### config.mk
export PLATFORM = sky130hd
export DESIGN_NAME = bitmap_block_allocator_unit
export DESIGN_NICKNAME = d
export VERILOG_FILES = /design/src/bba_pkg.sv /design/src/bba_div.sv /design/src/bitmap_block_allocator_unit.sv
export SDC_FILE = /design/constraint.sdc
export NUM_CORES = 1
export LEC_CHECK = 0
export BUFFER_PORTS_ARGS = -buffer_cell sky130_fd_sc_hd__clkbuf_2
export CAP_MARGIN = 10
export CORE_MARGIN = 1
export CORE_UTILIZATION = 65
export CTS_BUF_LIST = sky130_fd_sc_hd__clkbuf_4 sky130_fd_sc_hd__clkbuf_8
export CTS_CLUSTER_SIZE = 16
export DETAILED_ROUTE_END_ITERATION = 10
export MAX_ROUTING_LAYER = met4
export PLACE_DENSITY_LB_ADDON = 0.3
export SLEW_MARGIN = 20
export SYNTH_ARGS = -nofsm -noshare
export SYNTH_HDL_FRONTEND = slang
export SYNTH_SLANG_ARGS = --single-unit
### constraint.sdc
create_clock -name clk -period 11.55 [get_ports clk]
set_input_delay 2.31 -clock clk [delete_from_list [all_inputs] [get_ports clk]]
set_output_delay 2.31 -clock clk [all_outputs]
set_load 0.01 [all_outputs]
### src/bba_pkg.sv
// Shared types and codes for the bitmap block allocator.
// No dependencies; used by bitmap_block_allocator_unit.

package bba_pkg;

	localparam int OPCODE_W = 1;
	localparam int SIZE_W   = 13;
	localparam int INDEX_W  = 8;
	localparam int STATUS_W = 2;

	typedef logic [STATUS_W-1:0] status_t;
	typedef logic [OPCODE_W-1:0] opcode_t;

	localparam opcode_t OP_ALLOC = 1'b0;
	localparam opcode_t OP_FREE  = 1'b1;

	localparam status_t STAT_OK        = 2'd0;
	localparam status_t STAT_NO_RUN    = 2'd1;
	localparam status_t STAT_BAD_INDEX = 2'd2;
	localparam status_t STAT_BAD_SIZE  = 2'd3;

	// Largest size that the 13-bit size field can carry.
	localparam int SIZE_FIELD_MAX = (1 << SIZE_W) - 1;

endpackage

### src/bba_div.sv
// Constant divider by reciprocal multiplication: registers floor(dividend / DIVISOR).
// Stand-alone; instantiated by bitmap_block_allocator_unit.

module bba_div #(
	parameter int DIVIDEND_W = 14,
	parameter int DIVISOR    = 16
) (
	input  logic                  clk,
	input  logic                  arst_n,
	input  logic                  start,
	input  logic [DIVIDEND_W-1:0] dividend,
	output logic                  done,
	output logic [DIVIDEND_W-1:0] quotient
);

	// Reciprocal rounded up with a shift of DIVIDEND_W + ceil(log2 DIVISOR): the error stays
	// below one quotient step for every dividend under 2**DIVIDEND_W.
	localparam int     SHIFT     = DIVIDEND_W + $clog2(DIVISOR);
	localparam int     RECIP_W   = DIVIDEND_W + 2;
	localparam int     PROD_W    = DIVIDEND_W + RECIP_W;
	localparam longint RECIP_VAL = ((longint'(1) << SHIFT) + longint'(DIVISOR) - 1) /
	                               longint'(DIVISOR);
	localparam logic [RECIP_W-1:0] RECIP = RECIP_W'(RECIP_VAL);

	logic                  done_q;
	logic [DIVIDEND_W-1:0] quo_q;
	logic [PROD_W-1:0]     product;

	assign product = PROD_W'(dividend) * PROD_W'(RECIP);

	always_ff @(posedge clk or negedge arst_n) begin
		if (!arst_n) begin
			done_q <= 1'b0;
		end else begin
			done_q <= start;
		end
	end

	always_ff @(posedge clk) begin
		if (start) begin
			quo_q <= DIVIDEND_W'(product >> SHIFT);
		end
	end

	assign done     = done_q;
	assign quotient = quo_q;

endmodule

### src/bitmap_block_allocator_unit.sv
// First-fit bitmap block allocator: top level, sequencer and used-bit memory.
// Depends on bba_pkg and bba_div.
//
//  channel | direction | handshake          | payload
//  --------+-----------+--------------------+-----------------------------------
//  in      | into unit | in_valid/in_stall  | opcode, size_bytes, block_index
//  out     | from unit | out_valid/out_stall| status, start_block, map_empty
//
// After reset all BLOCK_COUNT blocks of the used map are cleared, one block a cycle,
// with in_stall high. One transaction at a time: the block count comes from one
// reciprocal multiply. An allocate then scans the map one block a cycle through the
// memory read port and writes the run one block a cycle; a free reads and clears one
// block a cycle and drains one more. Bad size or index skips the work. The result
// waits in an output register while out_stall is high, and a new transaction is
// taken meanwhile.

module bitmap_block_allocator_unit #(
	parameter int BLOCK_COUNT  = 256,
	parameter int BLOCK_BYTES  = 16,
	parameter int HEADER_BYTES = 16,
	parameter int MAX_BYTES    = 4096
) (
	input  logic                          clk,
	input  logic                          arst_n,
	input  logic                          in_valid,
	output logic                          in_stall,
	input  logic [bba_pkg::OPCODE_W-1:0]  opcode,
	input  logic [bba_pkg::SIZE_W-1:0]    size_bytes,
	input  logic [bba_pkg::INDEX_W-1:0]   block_index,
	output logic                          out_valid,
	input  logic                          out_stall,
	output logic [bba_pkg::STATUS_W-1:0]  status,
	output logic [bba_pkg::INDEX_W-1:0]   start_block,
	output logic                          map_empty
);

	localparam int IDX_W    = $clog2(BLOCK_COUNT);
	localparam int CNT_W    = $clog2(BLOCK_COUNT + 1);
	localparam int SIZE_TOP = (MAX_BYTES < bba_pkg::SIZE_FIELD_MAX) ?
	                          MAX_BYTES : bba_pkg::SIZE_FIELD_MAX;
	localparam int TOT_MAX  = SIZE_TOP + HEADER_BYTES + BLOCK_BYTES - 1;
	localparam int TOT_W    = $clog2(TOT_MAX + 1);
	localparam int LEN_W    = TOT_W;

	localparam logic [2:0] S_CLEAR = 3'd0;
	localparam logic [2:0] S_IDLE  = 3'd1;
	localparam logic [2:0] S_DIV   = 3'd2;
	localparam logic [2:0] S_SCAN  = 3'd3;
	localparam logic [2:0] S_MARK  = 3'd4;
	localparam logic [2:0] S_FREE  = 3'd5;
	localparam logic [2:0] S_DRAIN = 3'd6;
	localparam logic [2:0] S_DONE  = 3'd7;

	localparam logic [CNT_W-1:0] ADDR_END  = CNT_W'(BLOCK_COUNT);
	localparam logic [CNT_W-1:0] ADDR_LAST = CNT_W'(BLOCK_COUNT - 1);

	logic [2:0]               state_q;
	bba_pkg::opcode_t         op_q;
	bba_pkg::status_t         status_q;
	logic [LEN_W-1:0]         len_q;
	logic [CNT_W-1:0]         addr_q;
	logic [LEN_W-1:0]         left_q;
	logic [LEN_W-1:0]         run_q;
	logic [CNT_W-1:0]         first_q;
	logic [CNT_W-1:0]         used_cnt_q;
	logic [bba_pkg::INDEX_W-1:0] block_index_q;

	logic                     rd_valid_s1;
	logic [CNT_W-1:0]         rd_addr_s1;
	logic                     rd_bit_s1;

	logic                     map_q [BLOCK_COUNT];

	logic                     out_valid_q;
	bba_pkg::status_t         out_status_q;
	logic [bba_pkg::INDEX_W-1:0] out_start_q;
	logic                     out_empty_q;

	logic                     accept;
	logic                     size_bad;
	logic                     index_bad;
	logic                     div_start;
	logic [TOT_W-1:0]         dividend;
	logic                     div_done;
	logic [TOT_W-1:0]         quotient;

	logic                     mem_we;
	logic                     mem_wbit;
	logic                     rd_issue;
	logic [LEN_W:0]           run_next;
	logic                     run_found;
	logic [CNT_W-1:0]         run_start;
	logic                     out_free;

	assign accept    = in_valid && !in_stall;
	assign in_stall  = state_q != S_IDLE;
	assign size_bad  = (size_bytes == '0) || (32'(size_bytes) > 32'(MAX_BYTES));
	assign index_bad = (opcode == bba_pkg::OP_FREE) &&
	                   (32'(block_index) >= 32'(BLOCK_COUNT));
	assign div_start = accept && !size_bad && !index_bad;
	assign dividend  = TOT_W'(size_bytes) + TOT_W'(HEADER_BYTES + BLOCK_BYTES - 1);
	assign out_free  = !out_valid_q || !out_stall;

	bba_div #(
		.DIVIDEND_W(TOT_W),
		.DIVISOR   (BLOCK_BYTES)
	) u_div (
		.clk     (clk),
		.arst_n  (arst_n),
		.start   (div_start),
		.dividend(dividend),
		.done    (div_done),
		.quotient(quotient)
	);

	// Run tracking on the block returned by the read port.
	always_comb begin
		run_next  = {1'b0, run_q} + 1'b1;
		run_found = (state_q == S_SCAN) && rd_valid_s1 && !rd_bit_s1 &&
		            (run_next >= {1'b0, len_q});
		run_start = (run_q == '0) ? rd_addr_s1 : first_q;
	end

	always_comb begin
		mem_we   = 1'b0;
		mem_wbit = 1'b0;
		rd_issue = 1'b0;
		unique case (state_q)
			S_CLEAR: mem_we = 1'b1;
			S_SCAN:  rd_issue = addr_q != ADDR_END;
			S_MARK: begin
				mem_we   = 1'b1;
				mem_wbit = 1'b1;
			end
			S_FREE: begin
				mem_we   = 1'b1;
				rd_issue = 1'b1;
			end
			default: begin
				mem_we = 1'b0;
			end
		endcase
	end

	// Used-bit memory: one write and one registered read a cycle.
	always_ff @(posedge clk) begin
		if (mem_we) begin
			map_q[addr_q[IDX_W-1:0]] <= mem_wbit;
		end
		rd_bit_s1  <= map_q[addr_q[IDX_W-1:0]];
		rd_addr_s1 <= addr_q;
	end

	always_ff @(posedge clk or negedge arst_n) begin
		if (!arst_n) begin
			state_q     <= S_CLEAR;
			addr_q      <= '0;
			used_cnt_q  <= '0;
			rd_valid_s1 <= 1'b0;
		end else begin
			rd_valid_s1 <= rd_issue;
			// Count down for every used block that a free clears.
			if ((state_q == S_FREE || state_q == S_DRAIN) && rd_valid_s1 && rd_bit_s1) begin
				used_cnt_q <= used_cnt_q - 1'b1;
			end
			unique case (state_q)
				S_CLEAR: begin
					addr_q <= addr_q + 1'b1;
					if (addr_q == ADDR_LAST) begin
						state_q <= S_IDLE;
					end
				end
				S_IDLE: begin
					if (accept) begin
						state_q <= div_start ? S_DIV : S_DONE;
					end
				end
				S_DIV: begin
					if (div_done) begin
						if (op_q == bba_pkg::OP_ALLOC) begin
							state_q <= S_SCAN;
							addr_q  <= '0;
						end else begin
							state_q <= S_FREE;
							addr_q  <= CNT_W'(block_index_q);
						end
					end
				end
				S_SCAN: begin
					if (run_found) begin
						state_q    <= S_MARK;
						addr_q     <= run_start;
						used_cnt_q <= used_cnt_q + CNT_W'(len_q);
					end else begin
						if (rd_issue) begin
							addr_q <= addr_q + 1'b1;
						end
						if (rd_valid_s1 && rd_addr_s1 == ADDR_LAST) begin
							state_q <= S_DONE;
						end
					end
				end
				S_MARK: begin
					addr_q <= addr_q + 1'b1;
					if (left_q == LEN_W'(1)) begin
						state_q <= S_DONE;
					end
				end
				S_FREE: begin
					addr_q <= addr_q + 1'b1;
					// Stop at the end of the run or at the last block of the pool.
					if (left_q == LEN_W'(1) || addr_q == ADDR_LAST) begin
						state_q <= S_DRAIN;
					end
				end
				S_DRAIN: state_q <= S_DONE;
				S_DONE: begin
					if (out_free) begin
						state_q <= S_IDLE;
					end
				end
				default: state_q <= S_IDLE;
			endcase
		end
	end

	// Transaction payload and work registers.
	always_ff @(posedge clk) begin
		if (accept) begin
			op_q          <= opcode;
			block_index_q <= block_index;
			priority if (size_bad) begin
				status_q <= bba_pkg::STAT_BAD_SIZE;
			end else if (index_bad) begin
				status_q <= bba_pkg::STAT_BAD_INDEX;
			end else begin
				status_q <= bba_pkg::STAT_OK;
			end
		end
		if (state_q == S_DIV && div_done) begin
			len_q  <= quotient;
			left_q <= quotient;
			run_q  <= '0;
		end
		if (state_q == S_SCAN && rd_valid_s1) begin
			if (rd_bit_s1) begin
				run_q <= '0;
			end else begin
				run_q <= run_next[LEN_W-1:0];
				if (run_q == '0) begin
					first_q <= rd_addr_s1;
				end
			end
			if (run_found) begin
				left_q  <= len_q;
			end else if (rd_addr_s1 == ADDR_LAST) begin
				status_q <= bba_pkg::STAT_NO_RUN;
			end
		end
		if (state_q == S_MARK || state_q == S_FREE) begin
			left_q <= left_q - 1'b1;
		end
	end

	// Result register: holds while out_stall is high.
	always_ff @(posedge clk or negedge arst_n) begin
		if (!arst_n) begin
			out_valid_q <= 1'b0;
		end else if (state_q == S_DONE && out_free) begin
			out_valid_q <= 1'b1;
		end else if (!out_stall) begin
			out_valid_q <= 1'b0;
		end
	end

	always_ff @(posedge clk) begin
		if (state_q == S_DONE && out_free) begin
			out_status_q <= status_q;
			out_start_q  <= (status_q == bba_pkg::STAT_OK && op_q == bba_pkg::OP_ALLOC) ?
			                bba_pkg::INDEX_W'(first_q) : '0;
			out_empty_q  <= used_cnt_q == '0;
		end
	end

	assign out_valid   = out_valid_q;
	assign status      = out_status_q;
	assign start_block = out_start_q;
	assign map_empty   = out_empty_q;

endmodule
==> flow_summary_export.csv <==
group,metric,value,unit
outcome,status,"finished, final reports clean",
synth,post-synth-top-area-cell,"edfxtp_1",
timing,finalHoldViolCount,0,
clocking,clockRootBuffer,"clkbuf_8",
setup_path,critical_path.slowest_cell,"dfrtp_1",
clocking,htreeDepth,2,
setup_path,crit_arrival,1810,ps
pwr,leakage,5.06,nW
timing,rsz0062_at_grt,"no",
setup_path,required,9240,ps
floorplan,die-area,26400,sq um
floorplan,core_region_area,25300,sq um
place,dp_hpwl,22.1,mm
synth,yosysWarningCount,0,
cells_and_area,n_antenna_cell,0,
synth,synthTopCellsByArea,"edfxtp_1, mux4_2, nor2_1, dfrtp_1, dfxtp_1",
timing,period_share,0.357,
place,port_buffers,38,
clocking,post-cts-setup-buffers,0,
timing,period_needed,4120,ps
timing,hold_ws,404,ps
synth,ys_seq_elements,365,
clocking,clk_pin_slew,60,ps
synth,synth.yosys.seq_area_share,0.632,
synth,synth_flop_cell,"edfxtp_1",
setup_path,crit_chain,"nand2b_1 > nor2_1 > inv_1 > clkbuf_2",
floorplan,die_w,163,um
setup_path,cp_num_buf_inv,2,
clocking,cts_hold_buf,0,
cells_and_area,fillers,1691,
pwr,power,2.51,mW
synth,synthesis.nets,1343,
detailed_routing,drcViolationCount,0,
pwr,p_per_area,138,nW/um^2
setup_path,crit_path_max_fanout,16,
cells_and_area,final_layout_size_suffix_gt1_frac,0.167,
global_route,grt_pass1_wl,56.8,mm
floorplan,ios,39,
detailed_routing,dr.pass1.iters,6,
setup_path,critical_path.top_delay_family,"flip-flops",
global_route,grt_antenna_before_repair,0,
global_route,gr-usage-all-layers,0.293,
synth,synth.avg_cell_area,13.0,sq um
clocking,cts_sinks,365,
timing,tns,0,ps
setup_path,crit_type,"reg2out",
global_route,grt_start_max_net_pins,257,
clocking,cts_buffers,57,
place,gp_congestion,0.889,
detailed_routing,ant_nets,0,
detailed_routing,viasPerCell,6.37,
cells_and_area,nNetsFinal,1367,
timing,finalMaxSlewViolations,0,
clocking,clock_path_buffers,3,
clocking,clk_latency,600,ps
setup_path,startpoint_type,"flop",
detailed_routing,post_drt_wl_per_cell,21.5,um
detailed_routing,wl,36.5,mm
timing,max_slew.worst_pin.slew,1100,ps
detailed_routing,drt_iter0_drc,1320,
floorplan,rows,58,
floorplan,start_util,0.663,
global_route,grt_pass1_vias,10600,
global_route,grt_overflow,0,
timing,finalSetupViolations,0,
synth,async_flop_share,0.0658,
setup_path,critPathCaptureType,"output pin",
setup_path,cpPeakStageDelay,670,ps
detailed_routing,vias,10800,
synth,synthCells,1289,
floorplan,die_y,163,um
timing,fin_skew,18.7,ps
synth,synth_edf_count,316,
clocking,cts_tree,"yes",
clocking,cts_resized,0,
min_path,hp-class,"reg2reg",
synth,syn_area,16800,sq um
synth,synth_top_cell_area_share,0.566,
synth,synth.distinct_cells,60,
timing,max-slew-margin-rel,0.265,
timing,fmax,243,MHz
job,drv_cap,0,
pwr,ir_worst_vdd,0.000100,V
cells_and_area,area_growth_syn_to_layout,8.81,%
[cell type report]
| type | instances | area, sq um | area share |
|---|---|---|---|
| clock buffers | 83 | 1000 | 0.0551 |
| multi-input cells | 815 | 5700 | 0.313 |
| repair buffers | 46 | 263 | 0.0144 |
| flip-flops and latches | 365 | 10600 | 0.581 |
| clock inverters | 25 | 145 | 0.00796 |
| inverters | 28 | 105 | 0.00577 |
| well taps | 330 | 413 | 0.0226 |
[final timing paths]
kind / startpoint / endpoint / slack [ps] / depth (start not counted)
setup reg to reg: run_q[0] / addr_q[5] / 7780 / 11
hold reg to reg: addr_q[8] / rd_addr_s1[8] / 400 / 0
max in group asynchronous: arst_n / addr_q[0] / 9270 / 1
min in group asynchronous: arst_n / used_cnt_q[3] / 1760 / 1
hold / removal: addr_q[8] / rd_addr_s1[8] / 400 / 0
setup / recovery: state_q[0] / in_stall / 7430 / 4
[worst reg2reg max path: stages (launching register included)]
cell	delay (ps)
edfxtp_1	460
ha_1	280
nand3_1	110
xnor2_1	160
ha_1	290
a21o_1	180
a21oi_1	120
o21ai_0	110
a211oi_1	540
a21o_1	880
a21oi_1	330
o221ai_1	240
[synth_stat cells, types with 14 or more instances]
cell / instances
clkbuf_1: 62
ha_1: 27
mux4_2: 67
nor2b_1: 14
a22oi_1: 14
a21oi_1: 25
nor3_1: 15
and2_1: 20
inv_1: 26
nor2_1: 309
xnor2_1: 24
edfxtp_1: 316
nand3_1: 37
xor2_1: 21
nand2_1: 73
dfxtp_1: 25
o21ai_0: 21
dfrtp_1: 24
nand4_1: 15
[cell families (layout without fill, tap and decap cells)]
group | count (synthesis) | count (layout) | share of synthesized area
AND/OR/NAND/NOR | 522 | 522 | 0.135
XOR/XNOR | 45 | 45 | 0.0235
AO/OA/AOI/OAI | 130 | 130 | 0.0545
buffers and inverters | 109 | 182 | 0.0282
adder cells (fa/ha/maj) | 28 | 28 | 0.0214
multiplexers | 90 | 90 | 0.105
flip-flops | 365 | 365 | 0.632
[sequential cells by signal, summed over array words and instances (netlist names)]
register        count
start_block         8
left_q             13
first_q             9
block_index_q       8
status_q            2
rd_addr_s1          9
rd_bit_s1           1
used_cnt_q          9
u_div.quotient      9
rd_valid_s1         1
status              2
op_q                1
map_q             256
state_q             3
out_valid           1
len_q               9
run_q              13
u_div.done          1
map_empty           1
addr_q              9
[per-layer routing]
layer / share of wire / GRT usage
met5: 0 / -
met4: 0.036 / 0.124
met3: 0.084 / 0.0532
met2: 0.49 / 0.472
met1: 0.39 / 0.370
[through the flow]
stage               std cells  area, sq um  setup WS [ps]   util
detailed placement       1584        17100           7230  0.676
global placement         1584        17100           7310  0.676
finish                   1692        18200           7430  0.722
CTS                      1692        18200           7440  0.722
floorplan                1289        16800           3410      -
global route             1692        18200           7280  0.722
[layout by cell type, fill, tap and decap left out, types with 7 or more instances in the layout]
cell and instances:
clkbuf_8 61, nand4_1 15, nor2b_1 14, dfrtp_1 22, inv_1 26, nor2_1 307, o21ai_0 21, nand2b_1 7
buf_4 7, clkbuf_4 22, a22oi_1 14, and2_1 20, mux2_2 11, clkinv_1 15, a21oi_1 24, or3_1 7
xnor2_1 24, nand2_1 73, a221oi_1 11, clkinv_2 8, clkbuf_2 38, edfxtp_1 316, ha_1 27, dfxtp_1 25
nor3_1 15, nor4_1 8, mux4_2 67, mux2i_1 11, xor2_1 21, nand3_1 37, a2111oi_0 8
[power by group]
part	internal [mW]	switching [mW]
clock network	0.583	0.500
registers	1.41	0.0000000000000000135
logic	0.00475	0.00601
total	2.00	0.506
No activity file was read; power rests on OpenSTA's default activity.
